### src/fifo_recent_id_list_macros.svh
// Assertion macros shared by the fifo_recent_id_list RTL.
// Each macro expects signals named clock and reset in the enclosing scope.
`ifndef FIFO_RECENT_ID_LIST_MACROS_SVH
`define FIFO_RECENT_ID_LIST_MACROS_SVH

// Same-cycle implication, disabled while reset is high.
`define FRIL_ASSERT_IMP(name, ante, cons, msg) \
   name: assert property (@(posedge clock) disable iff (reset) (ante) |-> (cons)) \
      else $error(msg);

// Next-cycle implication, disabled while reset is high.
`define FRIL_ASSERT_NXT(name, ante, cons, msg) \
   name: assert property (@(posedge clock) disable iff (reset) (ante) |=> (cons)) \
      else $error(msg);

`endif

### src/fril_pkg.sv
// Package for fifo_recent_id_list: field widths, command codes, payload and state types.
// No dependencies.
package fril_pkg;

   localparam int ID_W  = 32;
   localparam int OCC_W = 5;
   localparam int CSR_W = 5;

   localparam logic [CSR_W-1:0] CAPACITY_RESET = 5'd16;

   localparam logic CMD_OFFER = 1'b0;
   localparam logic CMD_DUMP  = 1'b1;

   typedef struct packed {
      logic            command;
      logic [ID_W-1:0] id_value;
   } req_payload_type;

   typedef struct packed {
      logic             hit;
      logic             evicted_valid;
      logic [ID_W-1:0]  evicted_id;
      logic [OCC_W-1:0] occupancy;
      logic             entry_valid;
      logic [ID_W-1:0]  entry_id;
      logic             last;
   } rsp_payload_type;

   typedef enum logic [2:0] {
      ST_IDLE,
      ST_SCAN,
      ST_DUMP_RD,
      ST_DUMP_LOAD,
      ST_RESP
   } state_type;

endpackage

### src/fril_if.sv
// Valid/ready channel interfaces for the request and response transactions.
// Depends on fril_pkg for the payload types.
interface fril_req_if;
   import fril_pkg::*;

   logic            valid;
   logic            ready;
   req_payload_type payload;

   modport source (output valid, output payload, input ready);
   modport sink   (input valid, input payload, output ready);
endinterface

interface fril_rsp_if;
   import fril_pkg::*;

   logic            valid;
   logic            ready;
   rsp_payload_type payload;

   modport source (output valid, output payload, input ready);
   modport sink   (input valid, input payload, output ready);
endinterface

### src/fril_ram.sv
// Generic single-write, single-read RAM with registered read data.
// No dependencies.
module fril_ram #(
   parameter int WIDTH = 32,
   parameter int DEPTH = 16,
   parameter int ADDR_W = (DEPTH > 1) ? $clog2(DEPTH) : 1
) (
   input  logic              clock,
   input  logic              wr_en,
   input  logic [ADDR_W-1:0] wr_addr,
   input  logic [WIDTH-1:0]  wr_data,
   input  logic              rd_en,
   input  logic [ADDR_W-1:0] rd_addr,
   output logic [WIDTH-1:0]  rd_data
);

   logic [WIDTH-1:0] mem_ff [DEPTH];
   logic [WIDTH-1:0] rd_data_ff;

   always_ff @(posedge clock) begin
      if (wr_en) begin
         mem_ff[wr_addr] <= wr_data;
      end
      if (rd_en) begin
         rd_data_ff <= mem_ff[rd_addr];
      end
   end

   assign rd_data = rd_data_ff;

endmodule

### src/fifo_recent_id_list.sv
// fifo_recent_id_list: FIFO-replacement store of distinct ids (ring buffer in fril_ram),
// built on fril_pkg, fril_if and fril_ram. One sequencer walks the RAM read port.
// Offer: ids are read oldest first; a hit ends the scan early, a miss appends the id.
// Dump: per id a read, a load and a held result; an empty store gives one blank result.
// Throughput: one transaction at a time, the next taken the cycle after its last result.
// Reset (synchronous): store empty, capacity 16; entries stay undefined until written.
module fifo_recent_id_list #(
   parameter int DEPTH = 16
) (
   input  logic                   clock,
   input  logic                   reset,
   fril_req_if.sink               req_chan,
   fril_rsp_if.source             rsp_chan,
   input  logic                   csr_we,
   input  logic [fril_pkg::CSR_W-1:0] csr_wdata
);
   import fril_pkg::*;

   `include "fifo_recent_id_list_macros.svh"

   localparam int SLOT_W = (DEPTH > 1) ? $clog2(DEPTH) : 1;
   localparam int CNT_W  = $clog2(DEPTH + 1);
   localparam int CAP_W  = (CNT_W > CSR_W) ? CNT_W : CSR_W;

   // Control state
   state_type           state_ff, state_in;
   logic [CNT_W-1:0]    held_ff, held_in;
   logic [SLOT_W-1:0]   oldest_ff, oldest_in;
   logic [CSR_W-1:0]    capacity_ff, capacity_in;
   logic                cmp_valid_ff, cmp_valid_in;

   // Working registers of the current transaction
   logic                cmd_ff, cmd_in;
   logic [ID_W-1:0]     id_ff, id_in;
   logic [CNT_W-1:0]    idx_ff, idx_in;
   logic [SLOT_W-1:0]   ptr_ff, ptr_in;
   logic                cmp_first_ff, cmp_first_in;
   logic [ID_W-1:0]     oldest_data_ff, oldest_data_in;
   rsp_payload_type     rsp_ff, rsp_in;

   // RAM port
   logic                ram_wr_en;
   logic [SLOT_W-1:0]   ram_wr_addr;
   logic                ram_rd_en;
   logic [SLOT_W-1:0]   ram_rd_addr;
   logic [ID_W-1:0]     ram_rd_data;

   // Derived values
   logic [CAP_W-1:0]    cap_floor;
   logic [CAP_W-1:0]    eff_cap;
   logic                store_full;
   logic [SLOT_W-1:0]   newest_slot;
   logic [SLOT_W-1:0]   free_slot;
   logic                req_take;
   logic                rsp_take;

   // Ring arithmetic: base < DEPTH, offset <= DEPTH, so one subtract wraps the sum
   function automatic logic [SLOT_W-1:0] slot_of(input logic [SLOT_W-1:0] base,
                                                 input logic [CNT_W-1:0]  offset);
      logic [CNT_W:0] sum;
      sum = (CNT_W + 1)'(base) + (CNT_W + 1)'(offset);
      if (sum >= (CNT_W + 1)'(DEPTH)) begin
         sum = sum - (CNT_W + 1)'(DEPTH);
      end
      return sum[SLOT_W-1:0];
   endfunction

   function automatic logic [SLOT_W-1:0] slot_inc(input logic [SLOT_W-1:0] s);
      return (s == SLOT_W'(DEPTH - 1)) ? '0 : s + 1'b1;
   endfunction

   function automatic logic [SLOT_W-1:0] slot_dec(input logic [SLOT_W-1:0] s);
      return (s == '0) ? SLOT_W'(DEPTH - 1) : s - 1'b1;
   endfunction

   fril_ram #(
      .WIDTH (ID_W),
      .DEPTH (DEPTH)
   ) u_store (
      .clock   (clock),
      .wr_en   (ram_wr_en),
      .wr_addr (ram_wr_addr),
      .wr_data (id_ff),
      .rd_en   (ram_rd_en),
      .rd_addr (ram_rd_addr),
      .rd_data (ram_rd_data)
   );

   // Capacity of zero behaves as one; anything above DEPTH behaves as DEPTH
   assign cap_floor  = (capacity_ff == '0) ? CAP_W'(1) : CAP_W'(capacity_ff);
   assign eff_cap    = (cap_floor > CAP_W'(DEPTH)) ? CAP_W'(DEPTH) : cap_floor;
   assign store_full = CAP_W'(held_ff) >= eff_cap;

   // Newest entry sits held-1 places after the oldest; a new id goes just after it
   assign newest_slot = slot_of(oldest_ff, held_ff - 1'b1);
   assign free_slot   = slot_of(oldest_ff, held_ff);

   assign req_take = req_chan.valid && req_chan.ready;
   assign rsp_take = rsp_chan.valid && rsp_chan.ready;

   assign req_chan.ready   = (state_ff == ST_IDLE);
   assign rsp_chan.valid   = (state_ff == ST_RESP);
   assign rsp_chan.payload = rsp_ff;

   assign capacity_in = csr_we ? csr_wdata : capacity_ff;

   always_comb begin
      state_in       = state_ff;
      held_in        = held_ff;
      oldest_in      = oldest_ff;
      cmp_valid_in   = cmp_valid_ff;
      cmd_in         = cmd_ff;
      id_in          = id_ff;
      idx_in         = idx_ff;
      ptr_in         = ptr_ff;
      cmp_first_in   = cmp_first_ff;
      oldest_data_in = oldest_data_ff;
      rsp_in         = rsp_ff;
      ram_wr_en      = 1'b0;
      ram_wr_addr    = free_slot;
      ram_rd_en      = 1'b0;
      ram_rd_addr    = ptr_ff;

      case (state_ff)
         ST_IDLE: begin
            if (req_take) begin
               cmd_in       = req_chan.payload.command;
               id_in        = req_chan.payload.id_value;
               idx_in       = '0;
               cmp_valid_in = 1'b0;
               cmp_first_in = 1'b0;
               if (req_chan.payload.command == CMD_DUMP) begin
                  ptr_in = newest_slot;
                  if (held_ff == '0) begin
                     // Empty store: a single blank result closes the dump
                     rsp_in      = '0;
                     rsp_in.last = 1'b1;
                     state_in    = ST_RESP;
                  end else begin
                     state_in = ST_DUMP_RD;
                  end
               end else begin
                  ptr_in   = oldest_ff;
                  state_in = ST_SCAN;
               end
            end
         end

         ST_SCAN: begin
            // Read one entry a cycle, oldest first; compare the previous read
            cmp_valid_in = 1'b0;
            cmp_first_in = 1'b0;
            if (cmp_valid_ff && cmp_first_ff) begin
               oldest_data_in = ram_rd_data;
            end
            if (cmp_valid_ff && (ram_rd_data == id_ff)) begin
               rsp_in           = '0;
               rsp_in.hit       = 1'b1;
               rsp_in.occupancy = OCC_W'(held_ff);
               rsp_in.last      = 1'b1;
               state_in         = ST_RESP;
            end else if (idx_ff < held_ff) begin
               ram_rd_en    = 1'b1;
               ptr_in       = slot_inc(ptr_ff);
               idx_in       = idx_ff + 1'b1;
               cmp_valid_in = 1'b1;
               cmp_first_in = (idx_ff == '0);
            end else if (!cmp_valid_ff) begin
               // Miss: append the id, evicting the oldest when full
               ram_wr_en   = 1'b1;
               rsp_in      = '0;
               rsp_in.last = 1'b1;
               if (store_full) begin
                  oldest_in            = slot_inc(oldest_ff);
                  rsp_in.evicted_valid = 1'b1;
                  rsp_in.evicted_id    = oldest_data_ff;
                  rsp_in.occupancy     = OCC_W'(held_ff);
               end else begin
                  held_in          = held_ff + 1'b1;
                  rsp_in.occupancy = OCC_W'(held_ff + 1'b1);
               end
               state_in = ST_RESP;
            end
         end

         ST_DUMP_RD: begin
            // Walk newest to oldest
            ram_rd_en = 1'b1;
            ptr_in    = slot_dec(ptr_ff);
            idx_in    = idx_ff + 1'b1;
            state_in  = ST_DUMP_LOAD;
         end

         ST_DUMP_LOAD: begin
            rsp_in             = '0;
            rsp_in.occupancy   = OCC_W'(held_ff);
            rsp_in.entry_valid = 1'b1;
            rsp_in.entry_id    = ram_rd_data;
            rsp_in.last        = (idx_ff == held_ff);
            state_in           = ST_RESP;
         end

         ST_RESP: begin
            // Hold the result until taken
            if (rsp_take) begin
               if ((cmd_ff == CMD_DUMP) && !rsp_ff.last) begin
                  state_in = ST_DUMP_RD;
               end else begin
                  state_in = ST_IDLE;
                  if (cmd_ff == CMD_DUMP) begin
                     held_in   = '0;
                     oldest_in = '0;
                  end
               end
            end
         end

         default: begin
            state_in = ST_IDLE;
         end
      endcase
   end

   always_ff @(posedge clock) begin
      if (reset) begin
         state_ff     <= ST_IDLE;
         held_ff      <= '0;
         oldest_ff    <= '0;
         capacity_ff  <= CAPACITY_RESET;
         cmp_valid_ff <= 1'b0;
      end else begin
         state_ff     <= state_in;
         held_ff      <= held_in;
         oldest_ff    <= oldest_in;
         capacity_ff  <= capacity_in;
         cmp_valid_ff <= cmp_valid_in;
      end
   end

   always_ff @(posedge clock) begin
      cmd_ff         <= cmd_in;
      id_ff          <= id_in;
      idx_ff         <= idx_in;
      ptr_ff         <= ptr_in;
      cmp_first_ff   <= cmp_first_in;
      oldest_data_ff <= oldest_data_in;
      rsp_ff         <= rsp_in;
   end

   `FRIL_ASSERT_NXT(a_busy_after_req, req_take, state_ff != ST_IDLE,
                    "sequencer idle after accepting a transaction")
   `FRIL_ASSERT_NXT(a_dump_clears, rsp_take && (cmd_ff == CMD_DUMP) && rsp_ff.last,
                    (held_ff == '0) && (oldest_ff == '0), "store not cleared after dump")
   `FRIL_ASSERT_IMP(a_held_bound, 1'b1, held_ff <= CNT_W'(DEPTH),
                    "occupancy above store depth")
   `FRIL_ASSERT_IMP(a_write_after_scan, ram_wr_en, (state_ff == ST_SCAN) && !cmp_valid_ff,
                    "store written outside the end of a scan")
   `FRIL_ASSERT_NXT(a_offer_single, rsp_take && (cmd_ff == CMD_OFFER), state_ff == ST_IDLE,
                    "offer produced more than one result")

endmodule

### src/flat_wrapper.sv
// flat-port wrapper written by rule: the top's interface ports become plain ports
module fifo_recent_id_list_flat import fril_pkg::*;
#(
   parameter int DEPTH = 16
)
  (clock, reset, csr_we, csr_wdata, req_chan_valid, req_chan_payload, req_chan_ready, rsp_chan_valid, rsp_chan_payload, rsp_chan_ready);
  fril_req_if req_chan_i ();
  fril_rsp_if rsp_chan_i ();
  input  logic clock;
  input  logic reset;
  input  logic csr_we;
  input  logic [fril_pkg::CSR_W-1:0] csr_wdata;
  input wire logic [$bits(req_chan_i.valid)-1:0] req_chan_valid;
  input wire logic [$bits(req_chan_i.payload)-1:0] req_chan_payload;
  output wire logic [$bits(req_chan_i.ready)-1:0] req_chan_ready;
  output wire logic [$bits(rsp_chan_i.valid)-1:0] rsp_chan_valid;
  output wire logic [$bits(rsp_chan_i.payload)-1:0] rsp_chan_payload;
  input wire logic [$bits(rsp_chan_i.ready)-1:0] rsp_chan_ready;
  assign req_chan_i.valid = req_chan_valid;
  assign req_chan_i.payload = req_chan_payload;
  assign req_chan_ready = req_chan_i.ready;
  assign rsp_chan_valid = rsp_chan_i.valid;
  assign rsp_chan_payload = rsp_chan_i.payload;
  assign rsp_chan_i.ready = rsp_chan_ready;
  fifo_recent_id_list #(.DEPTH(DEPTH)) u_core (.clock(clock), .reset(reset), .req_chan(req_chan_i), .rsp_chan(rsp_chan_i), .csr_we(csr_we), .csr_wdata(csr_wdata));
endmodule
### config.mk
export PLATFORM = sky130hd
export DESIGN_NAME = fifo_recent_id_list_flat
export DESIGN_NICKNAME = d
export VERILOG_FILES = /design/src/fril_pkg.sv /design/src/fril_if.sv /design/src/fril_ram.sv /design/src/fifo_recent_id_list.sv /design/src/flat_wrapper.sv
export VERILOG_INCLUDE_DIRS = /design/src /design/src/src
export SDC_FILE = /design/constraint.sdc
export NUM_CORES = 1
export LEC_CHECK = 0
export BUFFER_PORTS_ARGS = -buffer_cell sky130_fd_sc_hd__buf_2
export CORE_MARGIN = 5
export CORE_UTILIZATION = 45
export CTS_CLUSTER_SIZE = 12
export DETAILED_ROUTE_END_ITERATION = 8
export PLACE_DENSITY = 0.65
export SETUP_SLACK_MARGIN = 0.15
export SYNTH_ARGS = -nofsm -noshare
export SYNTH_HDL_FRONTEND = slang
export SYNTH_HIERARCHICAL = 1
export SYNTH_SLANG_ARGS = --single-unit
### constraint.sdc
create_clock -name clock -period 4.8 [get_ports clock]
set_input_delay 0.96 -clock clock [delete_from_list [all_inputs] [get_ports clock]]
set_output_delay 0.96 -clock clock [all_outputs]
set_load 0.01 [all_outputs]
### Yosys cells after proc, flatten, opt, wreduce, memory -nomap -nowiden

Memory sizes are Yosys's and may differ from the RTL's. A register that Yosys moved wholly into a read port is not among the register bits.
Cells that the tools add are included.
W data, S select, Z words.

* $add $sub $neg: 10
* magnitude comparators: 5
* equal/unequal tests: 21
* multiplexer cells: 63
* reduce and logical (&&, ||, !) cells: 23

Operator list (count)
* $mux W73: 6
* $pmux W73 S3: 1
* $mux W4: 16
* $mux W5: 12
* $mux W33: 1
* $eq A32 B32 Y1: 1
* $mux W3: 7
* $ne A2 B2 Y1 const B: 9
* $logic_not A5 Y1: 3
* $pmux W3 S5: 1
* $pmux W5 S3: 1
* $add A4 B5 Y6: 2
* $ge A6 B5 Y1 const B: 2
* $pmux W4 S3: 1
* $sub A4 B1 Y4 const B: 3
* $mux W1: 11
* $add A5 B1 Y5 const B: 2
* $pmux W5 S2: 1
* $add A4 B1 Y4 const B: 2
* $eq A4 B4 Y1 const B: 2
* $pmux W4 S2: 1
* $reduce_and A4 Y1: 2
* $reduce_and A8 Y1: 1
* $reduce_and A7 Y1: 1
* 21 further kinds: 33

* flip-flop bits (word level): 166
* bits in writable memories: 512
* bits of input ports: 43
* output and inout bits: 75
* logic and storage cells: 141
* memories kept: 1

Memory list
* u_core.u_store.mem_ff: words 16, bits a word 32, rd ports 1, clocked after Yosys merged registers in 1, write ports 1, RTL line fril_ram.sv:17 `logic [WIDTH-1:0] mem_ff [DEPTH];`

### Logic depth before layout (Yosys ltp)

Gate-level depths: netlist (run 1).

* word-level depth: 10
* mapped depth: 11
* mapped depth without buffers: 10

### Modules after synthesis

The synthesis (run 1) kept the hierarchy.

Modules (own cells, without submodules)
* fril_ram: times used 1, cells an instance 838, area an instance 20174.3 µm², sequential area each 16335.7 µm²
* fifo_recent_id_list: times used 1, cells an instance 527, area an instance 7320.8 µm², sequential area each 4804.6 µm²

### Least setup slack after synthesis (run 1)

No wires, ideal clock.

* path type: register to register
* from: register u_core.held_ff[2]
* to: memory u_core.u_store.mem_ff[0][0], enable pin
* library setup time: 0.461 ns
* data arrival time: 4.059 ns
* data required time: 4.339 ns
* slack: 0.279 ns
* stages on the path, launching flop included: 8
* path buffers: 0
* period minus slack after synthesis: 4.521 ns
* cells stage by stage: dfxtp_1 > inv_1 > ha_1 > nand3_1 > o21bai_1 > a21boi_4 > or3b_2 > nor3_1

* word-level cells in the longest chain between the ends: 6
* elaborated cells on any way between the ends: 10
* those cells by class: add/sub (2); order compare (2); mux (6)

Ends and longest elaborated chain
* start: declaration: RTL line fifo_recent_id_list.sv:27 `logic [CNT_W-1:0] held_ff, held_in;`
* start signal: assignment: RTL line fifo_recent_id_list.sv:233 `held_ff <= held_in;`
* $lt A5 B5 Y1: RTL line fifo_recent_id_list.sv:162 `end else if (idx_ff < held_ff) begin`
* $mux W1: RTL line fifo_recent_id_list.sv:162
* $mux W1: RTL line fifo_recent_id_list.sv:156 `if (cmp_valid_ff && (ram_rd_data == id_ff)) begin`
* $mux W1: RTL line fifo_recent_id_list.sv:124 `case (state_ff)`
* net u_core.ram_wr_en: RTL line fifo_recent_id_list.sv:42 `logic ram_wr_en;`
* $mux W1: RTL line fril_ram.sv:21 `if (wr_en) begin`
* $mux W1 (not written as such): RTL line fril_ram.sv:22 `mem_ff[wr_addr] <= wr_data;`
* end: declaration: RTL line fril_ram.sv:17

The timed path passes the listed nets, and every way through them passes these cells.

### Final worst setup path (run 1)

* from: register u_core.held_ff[2]
* to: memory u_core.u_store.mem_ff[2][16], enable pin

Same word-level chain as after synthesis.

==> results of run 1 <==
cells in the mapped netlist, types with 2 or more instances:
library cell | number | area, sq um
a211oi_1 | 3 | 22.5
a21o_1 | 3 | 22.5
a21oi_1 | 18 | 90.1
a22oi_1 | 66 | 495
a311oi_1 | 2 | 17.5
a31oi_1 | 4 | 25.0
a41oi_1 | 2 | 17.5
and2_1 | 21 | 131
and2_4 | 19 | 166
and3_1 | 34 | 213
and4_1 | 2 | 17.5
buf_1 | 9 | 33.8
buf_2 | 7 | 35.0
buf_4 | 13 | 97.6
buf_6 | 7 | 78.8
clkbuf_1 | 29 | 109
dfxtp_1 | 18 | 360
edfxtp_1 | 692 | 20800
fa_1 | 2 | 40.0
ha_1 | 24 | 300
inv_1 | 21 | 78.8
mux2i_1 | 6 | 60.1
mux4_2 | 128 | 2880
nand2_1 | 54 | 203
nand2b_1 | 8 | 50.1
nand3_1 | 12 | 60.1
nand3b_1 | 4 | 30.0
nand4_1 | 13 | 81.3
nor2_1 | 37 | 139
nor2b_1 | 8 | 50.1
nor3_1 | 12 | 60.1
nor3b_1 | 2 | 15.0
o211a_1 | 2 | 20.0
o211ai_1 | 2 | 15.0
o21ai_0 | 9 | 45.0
o221ai_1 | 3 | 26.3
o22ai_1 | 2 | 12.5
xnor2_1 | 36 | 315
xor2_1 | 7 | 61.3
flip-flops by register name, indices dropped and copies added, names as in the netlist:
| register | flops |
|---|---|
| u_core/capacity_ff | 5 |
| u_core/cmd_ff | 1 |
| u_core/cmp_first_ff | 1 |
| u_core/cmp_valid_ff | 1 |
| u_core/held_ff | 5 |
| u_core/id_ff | 32 |
| u_core/idx_ff | 5 |
| u_core/oldest_data_ff | 32 |
| u_core/oldest_ff | 4 |
| u_core/ptr_ff | 4 |
| u_core/rsp_chan.payload | 73 |
| u_core/state_ff | 3 |
| u_core/u_store/mem_ff | 512 |
| u_core/u_store/rd_data | 32 |
final cells by class:
cell class,instances,share of cell area [%]
Clock inverter,25,0.818
Inverter,21,0.251
Multi-Input combinational cell,569,19.3
Clock buffer,92,6.12
Tap cell,782,3.12
Timing Repair Buffer,151,2.96
Sequential cell,710,67.4
Antenna cell,1,0.00798
where the power goes:
group,internal [W],leakage [nW],switching [W]
combinational,0.000642,2.91,0.000810
clock,0.00295,1.05,0.00226
sequential,0.00710,6.46,0.000216
total,0.0107,10.4,0.00329
kinds of logic (layout without fill, tap and decap cells):
kind of cell / Yosys count / after routing / share of synthesized area, %
AOI/OAI and AO/OA: 131 / 131 / 3.44
xor gates and xnor gates: 43 / 43 / 1.37
adders and majority gates: 26 / 26 / 1.24
buffers and inverters: 86 / 289 / 1.57
DFF: 710 / 710 / 76.9
muxes: 134 / 134 / 10.7
other: 0 / 1 / 0
and+or+nand+nor: 235 / 235 / 4.79
path summary, 6_finish.rpt:
check                                          startpoint                      endpoint  slack, ns  cells past startpoint
worst max-delay path                    u_core/held_ff[2]  u_core/u_store/mem_ff[2][16]       1.28                      8
worst min-delay path            u_core/u_store/rd_data[2]      u_core/oldest_data_ff[2]       0.51                      0
worst max register to register          u_core/held_ff[2]  u_core/u_store/mem_ff[2][16]       1.28                      8
worst min register to register  u_core/u_store/rd_data[2]      u_core/oldest_data_ff[2]       0.51                      0
metal layers:
layer,GRT usage [%],up-vias
met5,0,-
met4,4.91,0
met3,3.78,82
met2,28.1,509
met1,25.9,7050
li1,-,5857
critical path, cell delays in order, from the launching register on:
cell and delay [ns]:
dfxtp_1 0.51, inv_1 0.15, ha_1 0.31, nand3_1 0.09, o21bai_1 0.23, a21boi_4 0.36
or3b_2 0.60, nor2_4 0.51, buf_4 0.40
metrics by stage:
step                setup WS (ns)  utilization (%)  area (sq um)  std cells
finish                       1.28             51.9         31400       2351
global route                 1.11             51.9         31400       2350
CTS                          1.31             51.9         31400       2350
detailed placement           1.33             48.3         29200       2233
global placement             1.40             48.3         29200       2233
floorplan                   0.279                -         27500       1365
==> impl_metrics.json, run 1 <==
{
  "status": "completed",
  "cts-htree-levels": 3,
  "syn2layout_area_growth_pct": 14.1,
  "maxSlewHeadroom_pct": 17.4,
  "met3_length_mm": 4.67,
  "gp_congestion": 0.808,
  "drtIter0Drc": 1352,
  "peakVddDrop_uv": 222,
  "grt_pass1_wl_mm": 89.0,
  "fmax_ghz": 0.284,
  "synth_cells": 1365,
  "ios": 118,
  "leakage_nw": 10.4,
  "rows": 90,
  "synth.ff_latch_count": 710,
  "gr-total-overflow": 0,
  "drive_above_1_share_pct": 26.7,
  "vias": 13500,
  "via_per_inst": 5.74,
  "wl_met1_mm": 25.2,
  "fin_crit_sh_pct": 73.4,
  "clockRootBuffer": "clkbuf_16",
  "synthArstFlopShare_pct": 0,
  "die_w_um": 257,
  "synth_cell_types": 63,
  "critPathMaxFanout": 18,
  "cap_violations": 0,
  "wl_per_cell_um": 25.3,
  "rsz0062_at_grt": "false",
  "finalCriticalPeriod_ns": 3.52,
  "numPortBuffers": 117,
  "detail-route-antenna-nets": 0,
  "arrival_ns": 3.80,
  "crit_path_start_kind": "flip-flop",
  "antenna_found_initial": 0,
  "final.setup.tns_ns": 0,
  "post_cts_resized": 0,
  "dp_hpwl_mm": 33.7,
  "slew_violations": 0,
  "first_global_vias": 13800,
  "yosysWarnings": 6,
  "synth-edff-count": 692,
  "worstHoldPathType": "reg2reg",
  "regArea_sq_um": 21100,
  "cts_num_sinks": 710,
  "dr_wl_met2_mm": 28.5,
  "ys_seq_area_share_pct": 76.9,
  "setup_viol": 0,
  "highest_layer": "met4",
  "grt_use_total_pct": 17.9,
  "final_common_cell": "edfxtp_1",
  "cts.clk_slew.worst_paths_ns": 0.06,
  "postRouteWirelength_mm": 59.5,
  "critPathCaptureType": "flip-flop",
  "cts_tree": "done",
  "nNetsFinal": 1596,
  "clk_path_buf_depth": 3,
  "worst_ep_required_time_ns": 5.08,
  "die-area_sq_um": 66100,
  "grt_max_degree": 133,
  "layout_common_cells": "692 x edfxtp_1, 128 x mux4_2, 117 x buf_2, 74 x clkbuf_16, 66 x a22oi_1",
  "post-cts-setup-buffers": 0,
  "hold_violations": 0,
  "synth-main-ff-cell": "edfxtp_1",
  "netlist_area_sq_um": 27500,
  "hold_slack_ns": 0.511,
  "initial_utilization_pct": 45.5,
  "clk_latency_ns": 0.62,
  "p_total_w": 0.0140,
  "cts_hold_buf": 0,
  "p_per_area_nw_per_um2": 446,
  "synth_nets": 1434,
  "die_height_um": 257,
  "drt_first_pass_iters": 7,
  "nFillCells": 4655,
  "cts_buffers": 74,
  "worst_pin_slew_ns": 1.24,
  "multi_input_area_sq_um": 6060,
  "syn_avg_cell_area_sq_um": 20.1,
  "critPathKind": "reg2reg",
  "route.detailed.drc": 0,
  "coreArea_sq_um": 60500,
  "skew_ns": 0.0235
}
Note: power is estimated with default switching activity, not from simulation.
==> inputs of run 2 (changes only) <==
- clock period: 4.8 -> 2.85 ns (I/O delays scaled with it)
==> run 2 against run 1 <==
Sequential cell count unchanged. Worst setup slack got worse by 1.1 ns. Non-clock buffer count rose by 110. Clock power increased by 65%. Clock skew fell by 0.0016 ns. Combinational power increased by 100%. Die area is the same. Routed wire length grew 7.3%. Power grew 69%. Largest cell class unchanged. Count of clock-buffer cells in the layout is 1 lower.
==> impl_metrics.json, run 2 (same netlist as run 1, synthesis figures left out) <==
{
  "status": "completed",
  "met3_length_mm": 4.80,
  "worstHoldPathType": "in2reg",
  "power.switching_w": 0.00559,
  "maxSlewHeadroom_pct": 39.3,
  "slew_violations": 0,
  "hold_start": "req_chan_payload[5]",
  "via_per_inst": 5.74,
  "detail-route-antenna-nets": 0,
  "fmax_ghz": 0.372,
  "wl_per_cell_um": 26.0,
  "die-area_sq_um": 66100,
  "rows": 90,
  "postRouteWirelength_mm": 63.8,
  "crit_path_start_kind": "flip-flop",
  "die_w_um": 257,
  "gp_congestion": 0.783,
  "clockRootBuffer": "clkbuf_16",
  "largest_reg_flops": 512,
  "antenna_found_initial": 3,
  "clk_latency_ns": 0.61,
  "hold_violations": 0,
  "sequentialPowerShare_pct": 51.4,
  "clk_path_buf_depth": 3,
  "route.detailed.drc": 0,
  "post-place-ws_ns": -0.0834,
  "p_total_w": 0.0236,
  "antennaDiodeCount": 0,
  "cts-htree-levels": 3,
  "ios": 118,
  "critPathCaptureType": "flip-flop",
  "finalCriticalPeriod_ns": 2.69,
  "cts_hold_buf": 0,
  "highest_layer": "met5",
  "grt_use_total_pct": 19.0,
  "p_per_area_nw_per_um2": 725,
  "layout_common_cells": "692 x edfxtp_1, 128 x mux4_2, 117 x buf_2, 108 x buf_4, 76 x clkbuf_16",
  "cap_violations": 0,
  "cpMostUsedCell": "nand4_1",
  "worstPathCellList": "xnor2_2 > nand4_1 > nor4_4 > buf_4 > nand4_1 > o211ai_1 > and2_4 > buf_12",
  "worst_pin_slew_ns": 0.911,
  "power_switching_share_pct": 23.6,
  "crit_buf_inv": 2,
  "final_cells": 2456,
  "fin_util_pct": 53.9,
  "setup_slack_ns": 0.164,
  "wl_met1_mm": 27.1,
  "regMostFlops": "u_core/u_store/mem_ff",
  "skew_ns": 0.0219,
  "critPathMaxFanout": 26,
  "die_height_um": 257,
  "grt_pass1_wl_mm": 93.8,
  "cts.clk_slew.worst_paths_ns": 0.06,
  "startpoint": "u_core/id_ff[24]",
  "syn2layout_area_growth_pct": 18.6,
  "setup_viol": 0,
  "grt_max_degree": 70,
  "dpl.cell_count": 2326,
  "cts_num_sinks": 710,
  "initial_utilization_pct": 45.5,
  "arrival_ns": 2.99,
  "coreArea_sq_um": 60500,
  "fin_crit_sh_pct": 94.2,
  "first_global_vias": 14200,
  "cts_buffers": 73,
  "reg2reg_from": "u_core/id_ff[24]",
  "worst_ep_required_time_ns": 3.16,
  "leakage_nw": 11.1,
  "drt_first_pass_iters": 5,
  "critPathKind": "reg2reg",
  "power_frac_comb_pct": 12.3,
  "slowest_stage": "edfxtp_1",
  "clockPowerShare_pct": 36.3,
  "max_stage_delay_ns": 0.50,
  "cts_tree": "done",
  "vias": 14100,
  "numPortBuffers": 117,
  "drtIter0Drc": 1330,
  "peakVddDrop_uv": 416,
  "dp_hpwl_mm": 38.5,
  "critical_path.top_delay_family": "simple AND/OR/NAND/NOR gates",
  "dr_wl_met2_mm": 30.7,
  "rsz0062_at_grt": "true",
  "gr-total-overflow": 0,
  "final_common_cell": "edfxtp_1",
  "nNetsFinal": 1706,
  "drive_above_1_share_pct": 32.6,
  "internal_power_w": 0.0181
}
## run 2: final timing paths
path	end	slack (ns)	depth (start not counted)
max	u_core/rsp_chan.payload[47]	0.16	8
min	u_core/id_ff[5]	0.14	1
max reg2reg	u_core/rsp_chan.payload[47]	0.16	8
min reg2reg	u_core/capacity_ff[0]	0.51	2
## run 2: layer usage
layer  up-vias  GRT usage (%)
li1       6101              -
met1      7347           27.3
met2       557           30.4
met3        82           3.51
met4         2           5.14
met5         -              0
## run 2: layout make-up
class	instances	area, sq um
multi-input combinational	570	6200
tap	782	978
clock inverter	21	175
clock buffer	91	1920
inverter	21	78.8
sequential	710	21200
fill	4613	27900
timing repair buffer	261	2090
## run 2: stage by stage
step / hold slack, ns / area, sq um / TNS [ns]
floorplan: 0.461 / 27700 / -5.62
global placement: 0.484 / 30200 / -0.657
detailed placement: 0.495 / 30200 / -5.60
CTS: 0.0982 / 32400 / 0
global route: 0.119 / 32600 / 0
finish: 0.141 / 32600 / 0
## run 2: repair_timing
item	4_1_cts	5_1_grt
endpoints found under the setup margin	153	420
gates resized for setup	6	10
pin swaps	3	6
buffers inserted	6	9
gates cloned	1	2
## run 2: power by group through the flow
| stage | registers (W) | clock network, W | logic (W) |
|---|---|---|---|
| detailed placement | 0.0124 | 0 | 0.00286 |
| floorplan | 0.0124 | 0 | 0.00174 |
| global placement | 0.0124 | 0 | 0.00282 |
| global route | 0.0122 | 0.00921 | 0.00316 |
| CTS | 0.0121 | 0.00877 | 0.00291 |
| finish | 0.0121 | 0.00859 | 0.00291 |
==> inputs of run 3 (changes only) <==
- CORE_UTILIZATION: 45 -> 55
- PLACE_DENSITY: 0.65 -> 0.76
==> run 3 against run 2 <==
The flow now finishes with violations (antenna violations). Power fell by 1.2%. Worst setup slack improved by 0.053 ns. Count of clock-buffer cells in the layout fell by 4. Sequential cell count did not move. Non-clock buffer count fell by 20. Utilization rose by 11 points. Register-to-register slack improved by 0.05 ns. Design area fell by 1.3%. Sequential power barely moved. Largest cell class unchanged. Highest routed layer is now met4.
==> impl_metrics.json, run 3 (same netlist as run 1, synthesis figures left out) <==
{
  "internal_power_w": 0.0179,
  "peakVddDrop_uv": 425,
  "drive_above_1_share_pct": 32.0,
  "nNetsFinal": 1684,
  "clockRootBuffer": "clkbuf_16",
  "rows": 82,
  "dp_hpwl_mm": 34.9,
  "setup_viol": 0,
  "power_switching_share_pct": 23.2,
  "cap_violations": 0,
  "detail-route-antenna-nets": 1,
  "critPathCaptureType": "flip-flop",
  "gp_congestion": 0.897,
  "drt_first_pass_iters": 5,
  "cts_buffers": 71,
  "coreArea_sq_um": 49800,
  "leakage_nw": 10.9,
  "crit_path_start_kind": "flip-flop",
  "finalCriticalPeriod_ns": 2.63,
  "failed_checks": "antenna violations",
  "cts.clk_slew.worst_paths_ns": 0.06,
  "die_height_um": 234,
  "vias": 14100,
  "clk_path_buf_depth": 3,
  "p_total_w": 0.0234,
  "clockPowerShare_pct": 35.7,
  "layout_common_cells": "692 x edfxtp_1, 128 x mux4_2, 117 x buf_2, 93 x buf_4, 72 x clkbuf_16",
  "ios": 118,
  "skew_ns": 0.0199,
  "first_global_vias": 14200,
  "critPathMaxFanout": 17,
  "status": "complete, but fails checks",
  "die_w_um": 234,
  "fmax_ghz": 0.380,
  "p_per_area_nw_per_um2": 726,
  "initial_utilization_pct": 55.3,
  "largest_reg_flops": 512,
  "final_cells": 2318,
  "critPathKind": "reg2reg",
  "postRouteWirelength_mm": 61.8,
  "final_common_cell": "edfxtp_1",
  "worstHoldPathType": "in2reg",
  "drtIter0Drc": 1571,
  "wl_per_cell_um": 26.7,
  "setup_slack_ns": 0.217,
  "sequentialPowerShare_pct": 52.0,
  "power_frac_comb_pct": 12.3,
  "worst_ep_required_time_ns": 3.16,
  "post-place-ws_ns": -0.174,
  "clk_latency_ns": 0.60,
  "grt_max_degree": 68,
  "hold_violations": 0,
  "cts_tree": "done",
  "rsz0062_at_grt": "true",
  "numPortBuffers": 117,
  "arrival_ns": 2.94,
  "cts_num_sinks": 710,
  "grt_pass1_wl_mm": 90.7,
  "syn2layout_area_growth_pct": 17.0,
  "die-area_sq_um": 54600,
  "worst_pin_slew_ns": 1.32,
  "route.detailed.drc": 0,
  "power.switching_w": 0.00543,
  "dpl.cell_count": 2191,
  "grt_use_total_pct": 22.8,
  "regMostFlops": "u_core/u_store/mem_ff",
  "fin_crit_sh_pct": 92.4,
  "via_per_inst": 6.10,
  "hold_slack_ns": 0.143,
  "maxSlewHeadroom_pct": 12.3,
  "gr-total-overflow": 0,
  "antenna_found_initial": 1,
  "cts-htree-levels": 3,
  "slew_violations": 0
}
==> run 3: final timing paths <==
check | slack [ns] | to | from | cells after the start
max | 0.22 | u_core/idx_ff[2] | u_core/id_ff[28] | 7
min | 0.14 | u_core/id_ff[28] | req_chan_payload[28] | 1
max reg2reg | 0.22 | u_core/idx_ff[2] | u_core/id_ff[28] | 7
min reg2reg | 0.51 | u_core/oldest_data_ff[31] | u_core/u_store/rd_data[31] | 0
==> run 3: final cells by class <==
class	instances	area, sq um
antenna	5	12.5
clock buffer	87	1870
clock inverter	12	141
fill	3176	17600
inverter	21	78.8
multi-input combinational	570	6170
sequential	710	21200
tap	672	841
timing repair buffer	241	1900
==> run 3: per-layer routing <==
layer | track usage, % | wire (um) | vias up
met2 | 36.7 | 30200 | 802
met3 | 4.84 | 6400 | 102
met5 | 0 | 0 | -
met4 | 7.08 | 1530 | 0
met1 | 31.9 | 23700 | 7199
li1 | - | - | 6036
==> run 3: power by group through the flow <==
stage	combinational, W	sequential, W	clock [W]
4_1_cts	0.00284	0.0122	0.00847
3_3_place_gp	0.00272	0.0124	0
3_5_place_dp	0.00279	0.0124	0
5_1_grt	0.00309	0.0122	0.00889
2_1_floorplan	0.00174	0.0124	0
6_report	0.00288	0.0122	0.00833
==> run 3: stage by stage <==
step	setup TNS, ns	area [sq um]	util [%]
2_1_floorplan	-5.62	27700	-
3_5_place_dp	-5.33	29800	60.0
3_3_place_gp	-1.61	29800	60.0
5_1_grt	0	32100	64.6
4_1_cts	0	32000	64.2
6_report	0	32200	64.6
==> run 3: worst max-delay path, cell delays in order, from the launching register on <==
cell and delay [ns]:
edfxtp_1 0.63, xnor2_1 0.24, nand4_1 0.17, nor2_1 0.11, a41oi_2 0.47, nand2_1 0.09, a211oi_1 0.41, buf_4 0.23
==> run 3: what timing repair did <==
item	CTS	global route
buffers inserted	7	13
resized for setup	5	6
endpoints found under the setup margin	169	309
hold endpoints to repair	0	0
pin swaps	0	3
hold buffers	0	0
cloned	1	2
